### src/sv/mrw_pkg.sv
// ---------------------------------------------------------------------------
// mrw_pkg
// Shared constants and types for the Miller-Rabin witness block.
// ---------------------------------------------------------------------------
package mrw_pkg;

    // width of the candidate, base, exponent and residue fields on the stream ports
    localparam int DATA_W = 32;

    // default datapath width
    localparam int OPERAND_BITS = 32;

    // command to the modular multiply unit
    typedef struct packed {
        logic start;   // one-cycle pulse, operands sampled with it
        logic reduce;  // 1: reduce multiplier mod modulus, 0: multiplicand*multiplier mod modulus
    } mrw_cmd_t;

endpackage

### src/sv/mrw_mulmod.sv
// ---------------------------------------------------------------------------
// mrw_mulmod
// Bit-serial modular multiply / reduce unit, one multiplier bit per cycle.
// ---------------------------------------------------------------------------
module mrw_mulmod #(
    parameter int DW = 32
) (
    input  logic                clk,
    input  logic                rst_n,
    input  mrw_pkg::mrw_cmd_t   cmd,
    input  logic [DW-1:0]       modulus,
    input  logic [DW-1:0]       multiplicand,
    input  logic [DW-1:0]       multiplier,
    output logic                done,
    output logic [DW-1:0]       result
);

    localparam int CntW = $clog2(DW + 1);

    logic [DW-1:0]   r_reg,      r_next;
    logic [DW-1:0]   md_reg,     md_next;
    logic [DW-1:0]   mr_reg,     mr_next;
    logic            reduce_reg, reduce_next;
    logic            busy_reg,   busy_next;
    logic            done_reg,   done_next;
    logic [CntW-1:0] cnt_reg,    cnt_next;

    logic [DW-1:0]   addend;
    logic [DW+1:0]   sum;
    logic [DW+1:0]   mod_x1;
    logic [DW+1:0]   mod_x2;
    logic [DW+1:0]   red;

    // 2r + addend < 3n, so at most two moduli come off
    always_comb
    begin
        if (reduce_reg)
        begin
            addend = {{(DW-1){1'b0}}, mr_reg[DW-1]};
        end
        else
        begin
            addend = mr_reg[DW-1] ? md_reg : '0;
        end
        sum    = {1'b0, r_reg, 1'b0} + {2'b00, addend};
        mod_x1 = {2'b00, modulus};
        mod_x2 = {1'b0, modulus, 1'b0};
        if (sum >= mod_x2)
        begin
            red = sum - mod_x2;
        end
        else if (sum >= mod_x1)
        begin
            red = sum - mod_x1;
        end
        else
        begin
            red = sum;
        end
    end

    always_comb
    begin
        r_next      = r_reg;
        md_next     = md_reg;
        mr_next     = mr_reg;
        reduce_next = reduce_reg;
        busy_next   = busy_reg;
        done_next   = 1'b0;
        cnt_next    = cnt_reg;
        if (cmd.start)
        begin
            r_next      = '0;
            md_next     = multiplicand;
            mr_next     = multiplier;
            reduce_next = cmd.reduce;
            busy_next   = 1'b1;
            cnt_next    = CntW'(DW);
        end
        else if (busy_reg)
        begin
            r_next   = red[DW-1:0];
            mr_next  = {mr_reg[DW-2:0], 1'b0};
            cnt_next = cnt_reg - CntW'(1);
            if (cnt_reg == CntW'(1))
            begin
                busy_next = 1'b0;
                done_next = 1'b1;
            end
        end
    end

    always_ff @(posedge clk or negedge rst_n)
    begin
        if (!rst_n)
        begin
            busy_reg <= 1'b0;
            done_reg <= 1'b0;
            cnt_reg  <= '0;
        end
        else
        begin
            busy_reg <= busy_next;
            done_reg <= done_next;
            cnt_reg  <= cnt_next;
        end
    end

    always_ff @(posedge clk)
    begin
        r_reg      <= r_next;
        md_reg     <= md_next;
        mr_reg     <= mr_next;
        reduce_reg <= reduce_next;
    end

    assign done   = done_reg;
    assign result = r_reg;

endmodule

### src/sv/miller_rabin_witness.sv
// ---------------------------------------------------------------------------
// miller_rabin_witness
// Miller-Rabin witness: base^exponent mod candidate with square-root-of-one
// and zero checks, built on one bit-serial modular multiply unit.
// ---------------------------------------------------------------------------
// Sequence: candidates below 4 are answered directly. Otherwise the unit first
//   reduces the base, then per exponent bit squares the accumulator and, when
//   the bit is set, multiplies by the base; both passes are skipped while the
//   accumulator is 1 (DW = min(OPERAND_BITS, 32)).
// Throughput: one item at a time; the multiply unit sets the pace.
// Reset: rst_n (async, active low) clears the sequencer and the output valid.
// ---------------------------------------------------------------------------
module miller_rabin_witness #(
    parameter int OPERAND_BITS = mrw_pkg::OPERAND_BITS
) (
    input  logic        clk,
    input  logic        rst_n,
    // input stream
    input  logic        s_tvalid,
    output logic        s_tready,
    input  logic [95:0] s_tdata,   // candidate[31:0], base[63:32], exponent[95:64]
    // output stream
    output logic        m_tvalid,
    input  logic        m_tready,
    output logic [39:0] m_tdata    // residue[31:0], probable_prime[32], zero[39:33]
);

    localparam int DataW = mrw_pkg::DATA_W;
    // inputs are 32 bits wide, so a wider datapath only scans zero bits
    localparam int DW    = (OPERAND_BITS < DataW) ? OPERAND_BITS : DataW;
    localparam int KW    = $clog2(DW + 1);

    typedef enum logic [2:0] {
        ST_IDLE,
        ST_REDUCE,
        ST_STEP,
        ST_SQUARE,
        ST_MULT,
        ST_FIN
    } state_t;

    state_t              state_reg,  state_next;
    logic [DW-1:0]       n_reg,      n_next;      // modulus
    logic [DW-1:0]       a_reg,      a_next;      // base, later base mod n
    logic [DW-1:0]       e_reg,      e_next;      // exponent, msb is current bit
    logic [KW-1:0]       k_reg,      k_next;      // exponent bits left
    logic [DW-1:0]       acc_reg,    acc_next;
    logic [DW-1:0]       x_reg,      x_next;      // accumulator before squaring
    logic [DW-1:0]       res_reg,    res_next;    // final residue
    mrw_pkg::mrw_cmd_t   cmd_reg,    cmd_next;
    logic [DW-1:0]       opa_reg,    opa_next;
    logic [DW-1:0]       opb_reg,    opb_next;
    logic                ovalid_reg, ovalid_next;
    logic [DataW-1:0]    ores_reg,   ores_next;
    logic                oprime_reg, oprime_next;

    logic                in_xfer;
    logic [DW-1:0]       in_cand;
    logic                mm_done;
    logic [DW-1:0]       mm_result;
    logic                nontrivial;

    assign in_xfer = s_tvalid && s_tready;
    assign in_cand = s_tdata[DW-1:0];

    // square of 1 from a root other than 1 or n-1 marks a composite
    assign nontrivial = (mm_result == DW'(1)) && (x_reg != DW'(1))
                        && (x_reg != (n_reg - DW'(1)));

    mrw_mulmod #(
        .DW (DW)
    ) u_mulmod (
        .clk          (clk),
        .rst_n        (rst_n),
        .cmd          (cmd_reg),
        .modulus      (n_reg),
        .multiplicand (opa_reg),
        .multiplier   (opb_reg),
        .done         (mm_done),
        .result       (mm_result)
    );

    always_comb
    begin
        state_next  = state_reg;
        n_next      = n_reg;
        a_next      = a_reg;
        e_next      = e_reg;
        k_next      = k_reg;
        acc_next    = acc_reg;
        x_next      = x_reg;
        res_next    = res_reg;
        cmd_next    = '0;
        opa_next    = opa_reg;
        opb_next    = opb_reg;
        ovalid_next = ovalid_reg;
        ores_next   = ores_reg;
        oprime_next = oprime_reg;

        // output register frees up on a completed transfer
        if (ovalid_reg && m_tready)
        begin
            ovalid_next = 1'b0;
        end

        case (state_reg)
            ST_IDLE:
            begin
                if (in_xfer)
                begin
                    n_next = in_cand;
                    a_next = s_tdata[DataW+DW-1:DataW];
                    e_next = s_tdata[2*DataW+DW-1:2*DataW];
                    if (in_cand == DW'(2) || in_cand == DW'(3))
                    begin
                        res_next   = DW'(1);
                        state_next = ST_FIN;
                    end
                    else if (in_cand < DW'(4))
                    begin
                        res_next   = '0;
                        state_next = ST_FIN;
                    end
                    else
                    begin
                        // base mod n: restoring reduction in the shared unit
                        cmd_next.start  = 1'b1;
                        cmd_next.reduce = 1'b1;
                        opb_next        = s_tdata[DataW+DW-1:DataW];
                        state_next      = ST_REDUCE;
                    end
                end
            end

            ST_REDUCE:
            begin
                if (mm_done)
                begin
                    a_next     = mm_result;
                    acc_next   = DW'(1);
                    k_next     = KW'(DW);
                    state_next = ST_STEP;
                end
            end

            ST_STEP:
            begin
                x_next = acc_reg;
                if (acc_reg == '0)
                begin
                    res_next   = '0;
                    state_next = ST_FIN;
                end
                else if (k_reg == '0)
                begin
                    res_next   = acc_reg;
                    state_next = ST_FIN;
                end
                else if (acc_reg == DW'(1))
                begin
                    // 1 squared is 1, and a*1 is a: no unit pass needed
                    acc_next = e_reg[DW-1] ? a_reg : DW'(1);
                    e_next   = {e_reg[DW-2:0], 1'b0};
                    k_next   = k_reg - KW'(1);
                end
                else
                begin
                    cmd_next.start = 1'b1;
                    opa_next       = acc_reg;
                    opb_next       = acc_reg;
                    state_next     = ST_SQUARE;
                end
            end

            ST_SQUARE:
            begin
                if (mm_done)
                begin
                    if (nontrivial)
                    begin
                        res_next   = '0;
                        state_next = ST_FIN;
                    end
                    else if (e_reg[DW-1])
                    begin
                        cmd_next.start = 1'b1;
                        opa_next       = a_reg;
                        opb_next       = mm_result;
                        state_next     = ST_MULT;
                    end
                    else
                    begin
                        acc_next   = mm_result;
                        e_next     = {e_reg[DW-2:0], 1'b0};
                        k_next     = k_reg - KW'(1);
                        state_next = ST_STEP;
                    end
                end
            end

            ST_MULT:
            begin
                if (mm_done)
                begin
                    acc_next   = mm_result;
                    e_next     = {e_reg[DW-2:0], 1'b0};
                    k_next     = k_reg - KW'(1);
                    state_next = ST_STEP;
                end
            end

            ST_FIN:
            begin
                // wait for the output register to be free
                if (!ovalid_reg || m_tready)
                begin
                    ovalid_next = 1'b1;
                    ores_next   = DataW'(res_reg);
                    oprime_next = (res_reg == DW'(1));
                    state_next  = ST_IDLE;
                end
            end

            default:
            begin
                state_next = ST_IDLE;
            end
        endcase
    end

    always_ff @(posedge clk or negedge rst_n)
    begin
        if (!rst_n)
        begin
            state_reg  <= ST_IDLE;
            cmd_reg    <= '0;
            ovalid_reg <= 1'b0;
        end
        else
        begin
            state_reg  <= state_next;
            cmd_reg    <= cmd_next;
            ovalid_reg <= ovalid_next;
        end
    end

    always_ff @(posedge clk)
    begin
        n_reg      <= n_next;
        a_reg      <= a_next;
        e_reg      <= e_next;
        k_reg      <= k_next;
        acc_reg    <= acc_next;
        x_reg      <= x_next;
        res_reg    <= res_next;
        opa_reg    <= opa_next;
        opb_reg    <= opb_next;
        ores_reg   <= ores_next;
        oprime_reg <= oprime_next;
    end

    assign s_tready = (state_reg == ST_IDLE);
    assign m_tvalid = ovalid_reg;
    assign m_tdata  = {7'b0, oprime_reg, ores_reg};

endmodule

### config.mk
export PLATFORM = sky130hd
export DESIGN_NAME = miller_rabin_witness
export DESIGN_NICKNAME = d
export VERILOG_FILES = /design/src/sv/mrw_pkg.sv /design/src/sv/mrw_mulmod.sv /design/src/sv/miller_rabin_witness.sv
export SDC_FILE = /design/constraint.sdc
export NUM_CORES = 1
export LEC_CHECK = 0
export BUFFER_PORTS_ARGS = -buffer_cell sky130_fd_sc_hd__buf_4
export CAP_MARGIN = 20
export CORE_ASPECT_RATIO = 0.9
export CORE_MARGIN = 2
export CORE_UTILIZATION = 40
export DETAILED_ROUTE_END_ITERATION = 8
export SKIP_LAST_GASP = 1
export SLEW_MARGIN = 30
export SYNTH_ARGS = -nofsm -noshare
export SYNTH_HDL_FRONTEND = slang
export SYNTH_SLANG_ARGS = --single-unit
export TNS_END_PERCENT = 50
### constraint.sdc
create_clock -name clk -period 7 [get_ports clk]
set_input_delay 0.7 -clock clk [delete_from_list [all_inputs] [get_ports clk]]
set_output_delay 0.7 -clock clk [all_outputs]
set_load 0.005 [all_outputs]
# After elaboration in Yosys (flattened, before gate mapping)
# Index checks and enable logic that the tools add are counted.
# word_totals
regBits	406
inputBits	100
output_inout_bits	42
wordCells	183
# classes
addsub	6
n_lt_le_gt_ge	3
n_eq_ne	32
n_mux	92
reduce_logical	27
# op_table
operator	n
$mux W32	43
$pmux W32 S4	2
$pmux W32 S3	2
$pmux W32 S2	2
$eq A32 B1 Y1 const B	3
$eq A32 B2 Y1 const B	2
$sub A32 B32 Y32	2
$mux W6	10
$add A33 B32 Y34	1
$ge A34 B32 Y1	1
$ge A34 B33 Y1	1
$mux W3	11
$logic_not A32 Y1	1
$lt A32 B3 Y1 const B	1
$ne A32 B1 Y1 const B	1
$ne A32 B32 Y1	1
$sub A32 B1 Y32 const B	1
$pmux W6 S4	1
$ne A2 B2 Y1 const B	11
$reduce_and A9 Y1	2
$mux W1	16
$pmux W3 S5	1
$sub A6 B1 Y6 const B	2
$ne A2 B1 Y1 const B	5
25 further kinds	37

# Depth between registers and ports, before layout
# Gate-level depths: netlist (run 1).
# depth
ltp_word	6
mapped_depth	28
depth_no_buf	25

# By module
# From an unflattened synthesis (run 1), not the netlist that was laid out.
# unflattened
cells_unflattened	2076
area_unflattened_um2	23421.2
# modules_own_cells
mod	n_inst	cells_each	area_each_um2	seq_area_each_um2
miller_rabin_witness	1	956	13560.5	9008.6
mrw_mulmod	1	1120	9860.7	2792.7

# Worst setup path before layout (run 1)
# Ideal clock, no wire load.
# synth_timing
path_kind	register to register
startpoint	register u_mulmod.reduce_reg
endpoint	register u_mulmod.r_reg[18] (netlist: u_mulmod.result[18])
setup_time_ns	0.086
arrival_ns	5.363
t_required_ns	6.914
slack_ns	1.552
stages_incl_launch_ff	24
path_buffers	2
period_less_slack_ns	5.448
path_cell_list	edfxtp_1 nor2b_1 clkbuf_1 and2_1 ha_1 and2_1 and4_1 and4_1 o21a_1 a21oi_1 o21ai_0 a311oi_1 nor2_1 ha_1 nand4_1 or4_1 nor4_1 o21ai_0 o31ai_1 nor4_4 inv_1 clkbuf_1 mux2_2 a211oi_1
# synth_between
elab_chain_cells	5
word_cells_on_any_way	8
cone_classes	add/sub: 3; order compare: 2; mux: 3
# synth_lines
element	line_no	text
from (decl)	mrw_mulmod.sv:23	logic reduce_reg, reduce_next;
from (signal assigned)	mrw_mulmod.sv:114	reduce_reg <= reduce_next;
$mux W32 *	mrw_mulmod.sv:37	if (reduce_reg)
$add A33 B32 Y34 *	mrw_mulmod.sv:45	sum = {1'b0, r_reg, 1'b0} + {2'b00, addend};
$sub A32 B32 Y32 / $ge A34 B32 Y1 (equally long branches)	mrw_mulmod.sv:54, mrw_mulmod.sv:52	
$mux W32	mrw_mulmod.sv:52	else if (sum >= mod_x1)
$mux W32 *	mrw_mulmod.sv:48	if (sum >= mod_x2)
to (signal assigned)	mrw_mulmod.sv:111	r_reg <= r_next;
to (decl)	mrw_mulmod.sv:20	logic [DW-1:0] r_reg, r_next;
# Every way passes the cells marked *; elsewhere a longest branch is shown, timed or not.
# A chain may end at the register's enable or synchronous reset.

# Worst setup path after layout (run 1)
# Ends and elaborated chain as after synthesis.

==> results.sh, run 1 <==
export IMPL_crit_path_cell_trace="nor2b_1 > buf_4 > and2_1 > ha_1 > and2_1 > and4_1 > and4_1 > o21a_1 > a21oi_1 > o21ai_0 > a21oi_1 > xor2_1 > inv_1 > ha_1 > nand4_1 > or4_1 > nor4_1 > o21ai_0 > o31ai_1 > nor4_4 > buf_4 > inv_1 > mux2_2 > a211oi_1"
export IMPL_clock_sinks=406
export IMPL_grt_use_met1_pct=35.2
export IMPL_drc=0
export IMPL_drive_gt1_share_pct=15.5
export IMPL_grt_pass1_vias=16188
export IMPL_setup_tns_final_ns=0
export IMPL_routedWlPerCell_um=22.5
export IMPL_vias=17080
export IMPL_setup_violations_final=0
export IMPL_yosys_area_top_type_share_pct=47.7
export IMPL_clkTransAtPathRegs_ns=0.06
export IMPL_port_buffers=134
export IMPL_cts_resized=0
export IMPL_drt_iter0_markers=1970
export IMPL_path_class="flip-flop to flip-flop"
export IMPL_cts_tree="done"
export IMPL_grt_overflow=0
export IMPL_antenna_found_initial=0
export IMPL_hpwlAfterDp_um=51000
export IMPL_nNetsFinal=2407
export IMPL_async_flop_share_pct=3.45
export IMPL_critPathSlowestCell="or4_1"
export IMPL_grt_setup_unrepaired="false"
export IMPL_hold_path_class="primary input to flip-flop"
export IMPL_insertion_delay_ns=0.59
export IMPL_cts_buffers_inserted=42
export IMPL_htree_levels=2
export IMPL_grt_pass1_wl_um=101000
export IMPL_core_um2=55800
export IMPL_io_pins=142
export IMPL_layout_min_cycle_time_ns=6.47
export IMPL_finalCritPeriodShare_pct=92.5
export IMPL_syn_cell_area_um2=22700
export IMPL_die_y_um=230
export IMPL_tightest_slew_ns=0.922
export IMPL_cts_buffer_depth=3
export IMPL_synthFlopType="edfxtp_1"
export IMPL_drt_pass1_iterations=8
export IMPL_ant_nets=0
export IMPL_grt_use_met2_pct=31.2
export IMPL_syn_to_final_growth_pct=15.4
export IMPL_synth_edf_count=360
export IMPL_fin_worst_skew_ns=0.0303
export IMPL_ys_top_cells_by_area="edfxtp_1 48%, ha_1 5.5%, nand2_1 3.5%"
export IMPL_synth_distinct_cells=77
export IMPL_start_util_pct=40.6
export IMPL_rows=82
export IMPL_max_slew_margin_pct=38.5
export IMPL_diodes=0
export IMPL_clockRootBuffer="clkbuf_16"
export IMPL_grt_max_degree=73
export IMPL_cp_required_ns=7.48
export IMPL_netlist_instances=2069
export IMPL_hold_viol_final=0
export IMPL_postSynthAreaPerCell_um2=10.9
export IMPL_status="finished, final reports clean"
export IMPL_maxSlewViolCount=0
export IMPL_yosysWarningCount=0
export IMPL_cp_start_kind="flip-flop"
export IMPL_critical_path_arrival_ns=6.96
export IMPL_grt_use_total_pct=22.8
export IMPL_fill_cells=5218
export IMPL_ys_ff_latch=406
export IMPL_busiest_layer="met1"
export IMPL_place_congestion=0.949
export IMPL_viasPerCell=5.70
export IMPL_crit_path_max_fanout=27
export IMPL_yosys_area_top_type="edfxtp_1"
export IMPL_maxCapViolCount=0
export IMPL_max_stage_delay_ns=0.56
export IMPL_ys_seq_area_share_pct=52.1
export IMPL_die_area_um2=58600
export IMPL_die_w_um=255
export IMPL_cp_end_kind="flip-flop"
export IMPL_max_freq_ghz=0.155
export IMPL_globalRouteMet3Util_pct=3.62
export IMPL_totalWireLength_um=67300
-- through the flow --
stage | instances | worst slack (ns) | instance area (um^2) | util [%] | hold slack (ns)
finish | 2995 | 0.528 | 26100 | 46.8 | 0.308
global placement | 2907 | 0.788 | 24600 | 44.0 | 0.402
global route | 2995 | 0.113 | 26100 | 46.8 | 0.288
floorplan | 2075 | 1.55 | 22700 | - | 0.400
detailed placement | 2908 | 0.567 | 24600 | 44.1 | 0.405
CTS | 2987 | 0.530 | 26000 | 46.6 | 0.280
-- final timing paths --
path	start	to	slack (ns)	cells after the start
worst max register to register	u_mulmod.reduce_reg	u_mulmod.result[18]	0.53	24
worst max-delay path	u_mulmod.reduce_reg	u_mulmod.result[18]	0.53	24
min in group asynchronous	rst_n	state_reg[2]	0.50	2
worst min register to register	opa_reg[23]	u_mulmod.md_reg[23]	0.42	0
max in group asynchronous	rst_n	cmd_reg[1]	6.25	2
worst min-delay path	s_tdata[0]	n_reg[0]	0.31	1
-- routing by layer --
metal / part of all wire, % / wire (um)
met1: 48 / 32500
met2: 40 / 27100
met3: 7.2 / 4860
met4: 4.1 / 2770
met5: 0 / 0
-- worst max-delay path, delay by kind of cell, from the launching register on --
kind	cells	cell delay (ns)
muxes	1	0.40
DFF	1	0.38
adders and majority gates	2	0.67
and+or+nand+nor	9	2.09
xor gates and xnor gates	1	0.35
buffers and inverters	4	0.86
AOI/OAI and AO/OA	7	1.61
-- Yosys cell counts (4+ instances only) --
library cell	instances
a2111oi_0	6
nand2b_1	16
xnor2_1	72
a21oi_1	120
a211oi_1	20
and2_1	39
nand2_1	212
buf_4	8
nand3_1	30
clkbuf_1	70
mux2i_1	48
a31oi_1	12
edfxtp_1	360
buf_1	10
and4_1	7
mux2_2	70
a22oi_1	5
o211ai_1	18
o21a_1	20
ha_1	99
a31o_2	4
o221ai_1	6
dfrtp_1	14
o21bai_1	9
o31ai_1	12
xor2_1	47
nor2b_1	14
a311oi_1	5
nand4_1	34
nor2_1	124
or2_2	10
nor4_1	49
or3_1	14
o31a_1	5
o22ai_1	7
a221oi_1	4
nor3_1	42
a22o_1	67
a21o_1	26
dfxtp_1	32
o21ai_0	121
inv_1	78
and3_1	41
-- kinds of logic (layout without fill, tap and decap cells) --
logic type               count (synthesis)  in the layout  share of synthesized area (%)
AND/OR/NAND/NOR                        652            652                           14.3
AO/OA/AOI/OAI                          503            503                           14.7
flip-flops                             406            406                           52.1
buffers and inverters                  168            332                           2.93
XOR/XNOR                               119            119                           4.60
multiplexers                           118            118                           5.60
adder cells (fa/ha/maj)                102            102                           5.73
other                                    1              7                         0.0166
-- final cells by class --
class | instances | area, um^2 | area share (%)
Clock buffer | 54 | 1130 | 4.31
Timing Repair Buffer | 176 | 1400 | 5.37
Inverter | 78 | 293 | 1.12
Clock inverter | 24 | 269 | 1.03
Tap cell | 756 | 946 | 3.62
Sequential cell | 406 | 11800 | 45.2
Multi-Input combinational cell | 1501 | 10300 | 39.4
-- placed cells by master (no fill, tap or decap), drive strengths merged, types with 26 or more instances in the layout --
master	count
nor2	125
nor4	52
inv	80
a21o	26
nand3	30
mux2	70
mux2i	48
a21oi	120
clkbuf	54
edfxtp	360
dfxtp	32
xor2	47
nand4	35
and2	39
o21ai	123
ha	99
and3	41
xnor2	72
a22o	67
buf	175
nor3	42
nand2	212
-- timing repair --
item	4_1_cts	5_1_grt
setup buffers	0	5
hold buffers	1	0
hold endpoints to repair	14	0
setup endpoints to repair	0	1
Power of run 1 is not shown: default switching activity piles up to over one toggle a cycle in this logic, so the estimate is an artifact.
==> inputs of run 2 (changes only) <==
- ABC_AREA: unset -> 1
- clock period: 7 -> 8 ns (I/O delays scaled with it)
==> run 2 against run 1 <==
Compared with the run above: setup slack better by 1.8 ns; sequential share of layout area down 2.0 points; critical endpoint is now u_mulmod.result[31]; synthesized area increased by 6.2%; first-iteration DRC count is 0.25% higher; synthesized cell count rose by 36%; clock skew shrank 0.0022 ns; worst hold slack worse by 0.19 ns; register-to-register slack better by 1.8 ns; critical path type unchanged; flip-flop and latch count unchanged.
==> results.sh, run 2 <==
export IMPL_yosys_top_cells_count="622 x nand2_1, 360 x edfxtp_1, 336 x inv_1"
export IMPL_cts_buffers_inserted=44
export IMPL_synth_edf_count=360
export IMPL_synthAdderAreaFrac_pct=5.40
export IMPL_cp_required_ns=8.47
export IMPL_hpwlAfterDp_um=63800
export IMPL_finalCritPeriodShare_pct=70.3
export IMPL_cts_resized=0
export IMPL_fill_cells=5822
export IMPL_maxCapViolCount=0
export IMPL_clkTransAtPathRegs_ns=0.07
export IMPL_cts_buffer_depth=3
export IMPL_clockRootBuffer="clkbuf_16"
export IMPL_cp_start_kind="flip-flop"
export IMPL_reg2reg_to="u_mulmod.result[31]"
export IMPL_drc=0
export IMPL_synth_distinct_cells=64
export IMPL_clock_sinks=406
export IMPL_cp_end_kind="flip-flop"
export IMPL_grt_pass1_wl_um=120000
export IMPL_status="finished, final reports clean"
export IMPL_die_w_um=263
export IMPL_multi_input_area_um2=10600
export IMPL_port_buffers=134
export IMPL_ys_ff_latch=406
export IMPL_reg2reg_slack_ns=2.37
export IMPL_final_common_cell="nand2_1"
export IMPL_ys_seq_area_share_pct=49.0
export IMPL_yosys_area_share_xor_xnor_pct=4.05
export IMPL_max_freq_ghz=0.178
export IMPL_yosysWarningCount=0
export IMPL_core_um2=59700
export IMPL_cts_hold_buffers=0
export IMPL_drive_gt1_share_pct=10.0
export IMPL_die_area_um2=62100
export IMPL_yosys_area_top_type_share_pct=44.9
export IMPL_yosys_mux_area_fraction_pct=0
export IMPL_syn_to_final_growth_pct=13.6
export IMPL_postCtsSetupBuffers=0
export IMPL_layout_min_cycle_time_ns=5.63
export IMPL_async_flop_share_pct=3.45
export IMPL_grt_max_degree=73
export IMPL_synth_top_family_by_area="simple AND/OR/NAND/NOR gates"
export IMPL_tightest_slew_ns=0.908
export IMPL_vias=20479
export IMPL_grt_overflow=0
export IMPL_drt_iter0_markers=1975
export IMPL_viasPerCell=5.44
export IMPL_postSynthAreaPerCell_um2=8.52
export IMPL_setup_violations_final=0
export IMPL_synth_simple_area_share_pct=21.6
export IMPL_max_slew_margin_pct=39.5
export IMPL_htree_levels=2
export IMPL_cts_tree="done"
export IMPL_grt_use_total_pct=25.4
export IMPL_yosys_area_top_type="edfxtp_1"
export IMPL_ys_top_cells_by_area="edfxtp_1 45%, nand2_1 9.7%, inv_1 5.2%"
export IMPL_synth_compound_area_share_pct=12.7
export IMPL_final_cell_mix="622 x nand2_1, 360 x edfxtp_1, 335 x inv_1, 259 x nor2_1, 249 x o21ai_0"
export IMPL_synthFlopType="edfxtp_1"
export IMPL_seqCellArea_um2=11800
export IMPL_maxSlewViolCount=0
export IMPL_syn_cell_area_um2=24100
export IMPL_place_congestion=0.998
export IMPL_yosysMostFrequentCell="nand2_1"
export IMPL_netlist_instances=2824
export IMPL_insertion_delay_ns=0.59
export IMPL_grt_pass1_vias=19697
export IMPL_path_class="flip-flop to flip-flop"
export IMPL_setup_tns_final_ns=0
export IMPL_die_y_um=237
export IMPL_totalWireLength_um=80600
export IMPL_grt_setup_unrepaired="false"
export IMPL_antenna_found_initial=5
export IMPL_rr_worst_depth=27
export IMPL_ant_nets=0
export IMPL_fin_worst_skew_ns=0.0281
export IMPL_drt_pass1_iterations=6
export IMPL_routedWlPerCell_um=21.4
export IMPL_nNetsFinal=3148
export IMPL_io_pins=142
export IMPL_critical_path_arrival_ns=6.09
export IMPL_start_util_pct=40.3
export IMPL_r2r_start="u_mulmod.mr_reg[31]"
export IMPL_hold_viol_final=0
export IMPL_crit_path_max_fanout=32
export IMPL_hold_path_class="primary input to async pin"
export IMPL_rows=85
==> run 2: cells by family after synthesis <==
| family | after synthesis |
|---|---|
| xor+xnor | 108 |
| fa+ha+maj | 102 |
| simple gates | 1205 |
| compound gates | 566 |
| other cells | 1 |
| flops | 406 |
| buf+inv | 436 |
==> run 2: worst max-delay path by stage <==
stage	to	startpoint	cells after the start
final	u_mulmod.result[31]	u_mulmod.mr_reg[31]	27
after global routing	u_mulmod.result[31]	u_mulmod.mr_reg[31]	27
after CTS	u_mulmod.result[31]	u_mulmod.reduce_reg	28
after detailed placement	u_mulmod.result[29]	u_mulmod.reduce_reg	28
after global placement	u_mulmod.result[31]	u_mulmod.reduce_reg	28
after floorplan	u_mulmod.result[17]	u_mulmod.mr_reg[31]	30
==> run 2: critical path, stage by stage (launching register included) <==
cell	delay, ns
edfxtp_1	0.67
buf_4	0.35
nand2_1	0.08
nor2_1	0.10
ha_1	0.30
a21oi_1	0.23
o21ai_0	0.12
inv_1	0.06
o21ai_0	0.11
a21oi_1	0.39
o21bai_1	0.13
xnor2_1	0.20
inv_1	0.14
ha_1	0.37
inv_1	0.11
o21bai_1	0.10
a21oi_1	0.24
o21ai_0	0.18
a21oi_1	0.19
nand2_2	0.12
nand2_2	0.09
nand3_4	0.31
nor2_8	0.53
nand2_1	0.11
nand3_1	0.10
nand2_1	0.06
nand2_1	0.05
nand2_1	0.05
==> run 2: per-layer routing <==
layer	up-vias	routed length (um)	part of all wire, %	GRT usage (%)
met5	-	0	0	0
met1	9755	36100	45	35.1
met3	129	5390	6.7	4.11
met2	773	36200	45	40.3
met4	0	2920	3.6	9.28
li1	9822	-	-	-
==> run 2: per-stage QoR <==
step | cell area, um^2 | util [%] | setup WS (ns) | std cells | hold slack, ns
finish | 27300 | 45.8 | 2.37 | 3766 | 0.114
global route | 27300 | 45.8 | 1.77 | 3763 | 0.103
CTS | 27300 | 45.7 | 2.31 | 3761 | 0.0900
detailed placement | 25900 | 43.3 | 2.35 | 3681 | 0.405
global placement | 25900 | 43.3 | 2.39 | 3681 | 0.403
floorplan | 24100 | - | 3.98 | 2830 | 0.400
==> run 2: cell type report <==
| type | count | area share, % |
|---|---|---|
| Antenna cell | 3 | 0.0275 |
| Clock buffer | 51 | 4.12 |
| Clock inverter | 29 | 1.08 |
| Inverter | 348 | 4.78 |
| Multi-Input combinational cell | 1988 | 38.8 |
| Sequential cell | 406 | 43.2 |
| Tap cell | 783 | 3.58 |
| Timing Repair Buffer | 158 | 4.42 |
Power of run 2 is left out for the same reason.
==> inputs of run 3 (changes only) <==
- clock period: 8 -> 5.53 ns (I/O delays scaled with it)
==> run 3 against run 2 <==
Compared with the run above: critical endpoint is now u_mulmod.result[3]; worst hold slack gained 0.038 ns; non-clock buffer count grew 21; critical path type unchanged; flip-flop and latch count is the same; die area is the same; wire length grew 0.28%; maximum frequency grew 12%; global-route usage grew 0.48 points.
==> results.sh, run 3 (same netlist as run 2, synthesis figures left out) <==
export IMPL_hpwlAfterDp_um=64300
export IMPL_cp_required_ns=6.00
export IMPL_cts_tree="done"
export IMPL_core_um2=59700
export IMPL_routedWlPerCell_um=21.4
export IMPL_grt_overflow=0
export IMPL_final_common_cell="nand2_1"
export IMPL_viasPerCell=5.45
export IMPL_grt_pass1_vias=20240
export IMPL_grt_pass1_wl_um=122000
export IMPL_io_pins=142
export IMPL_reg2reg_to="u_mulmod.result[3]"
export IMPL_grt_max_degree=64
export IMPL_htree_levels=2
export IMPL_whs_path_depth=1
export IMPL_fin_ws_ns=0.485
export IMPL_layout_min_cycle_time_ns=5.04
export IMPL_cts_buffer_depth=3
export IMPL_max_stage_delay_ns=0.65
export IMPL_nNetsFinal=3168
export IMPL_syn_to_final_growth_pct=14.3
export IMPL_max_freq_ghz=0.198
export IMPL_finalCritPeriodShare_pct=91.2
export IMPL_cp_start_kind="flip-flop"
export IMPL_setup_violations_final=0
export IMPL_start_util_pct=40.3
export IMPL_drt_pass1_iterations=5
export IMPL_clockRootBuffer="clkbuf_16"
export IMPL_fin_worst_skew_ns=0.0196
export IMPL_fill_cells=5817
export IMPL_hold_end="n_reg[0]"
export IMPL_setup_tns_final_ns=0
export IMPL_totalWireLength_um=80800
export IMPL_die_w_um=263
export IMPL_ant_nets=0
export IMPL_crit_top_cell="nand2_1"
export IMPL_vias=20624
export IMPL_maxSlewViolCount=0
export IMPL_status="finished, final reports clean"
export IMPL_insertion_delay_ns=0.58
export IMPL_cp_startpoint="u_mulmod.reduce_reg"
export IMPL_hold_viol_final=0
export IMPL_drt_iter0_markers=1932
export IMPL_cp_end_kind="flip-flop"
export IMPL_final_core_utilization_pct=46.1
export IMPL_die_area_um2=62100
export IMPL_r2r_start="u_mulmod.reduce_reg"
export IMPL_hold_path_class="primary input to flip-flop"
export IMPL_maxCapViolCount=0
export IMPL_diodes=0
export IMPL_clock_sinks=406
export IMPL_critPathSlowestCell="a21boi_0"
export IMPL_port_buffers=134
export IMPL_rr_worst_depth=28
export IMPL_critical_path_arrival_ns=5.52
export IMPL_drive_gt1_share_pct=10.6
export IMPL_final_cell_mix="621 x nand2_1, 360 x edfxtp_1, 334 x inv_1, 259 x nor2_1, 249 x o21ai_0"
export IMPL_max_slew_margin_pct=39.1
export IMPL_place_congestion=0.995
export IMPL_antenna_found_initial=3
export IMPL_tightest_slew_ns=0.912
export IMPL_grt_setup_unrepaired="false"
export IMPL_die_y_um=237
export IMPL_crit_path_max_fanout=9
export IMPL_dp_slack_ns=0.620
export IMPL_rows=85
export IMPL_path_class="flip-flop to flip-flop"
export IMPL_cts_buffers_inserted=43
export IMPL_grt_use_total_pct=25.9
export IMPL_clkTransAtPathRegs_ns=0.06
export IMPL_hold_path_startpoint="s_tdata[0]"
export IMPL_reg2reg_slack_ns=0.49
export IMPL_drc=0
export IMPL_postCtsSetupBuffers=0
-- run 3: worst max path at each step --
stage / cells after the start / slack, ns / to
3_5_place_dp: 27 / 0.62 / u_mulmod.result[19]
4_1_cts: 27 / 0.59 / u_mulmod.result[19]
3_3_place_gp: 27 / 0.62 / u_mulmod.result[4]
5_1_grt: 29 / 0.1 / u_mulmod.result[3]
2_1_floorplan: 30 / 1.51 / u_mulmod.result[17]
6_report: 28 / 0.49 / u_mulmod.result[3]
-- run 3: worst max-delay path, delay by kind of cell (launching register included) --
kind	cells	cell delay (ns)
flip-flops	1	0.53
AO/OA/AOI/OAI	3	0.84
adder cells (fa/ha/maj)	3	0.95
AND/OR/NAND/NOR	18	2.06
XOR/XNOR	1	0.26
buffers and inverters	3	0.29
-- run 3: layout make-up --
type                            count  area (um^2)  area share, %
Multi-Input combinational cell   1988        10600           38.6
Tap cell                          783          980           3.56
Timing Repair Buffer              179         1390           5.06
Sequential cell                   406        11800           42.9
Inverter                          348         1310           4.75
Clock inverter                     28          293           1.06
Clock buffer                       51         1130           4.09
-- run 3: through the flow --
step	hold slack (ns)	instances	instance area (um^2)
2_1_floorplan	0.257	2830	24100
3_3_place_gp	0.405	3702	26100
3_5_place_dp	0.406	3702	26100
4_1_cts	0.124	3782	27500
5_1_grt	0.124	3783	27500
6_report	0.153	3783	27500
-- run 3: per-layer routing --
layer / vias up / global-route usage (%) / part of all wire [%]
met2: 752 / 42.1 / 46
li1: 9870 / - / -
met5: - / 0 / 0.031
met1: 9888 / 35.5 / 44
met3: 110 / 4.37 / 6.5
met4: 4 / 7.73 / 2.9
-- run 3: repair_timing --
action,4_1_cts,5_1_grt
endpoints found under the hold margin,14,0
hold buffers,1,0
gates resized for setup,0,0
Power of run 3 is left out for the same reason.
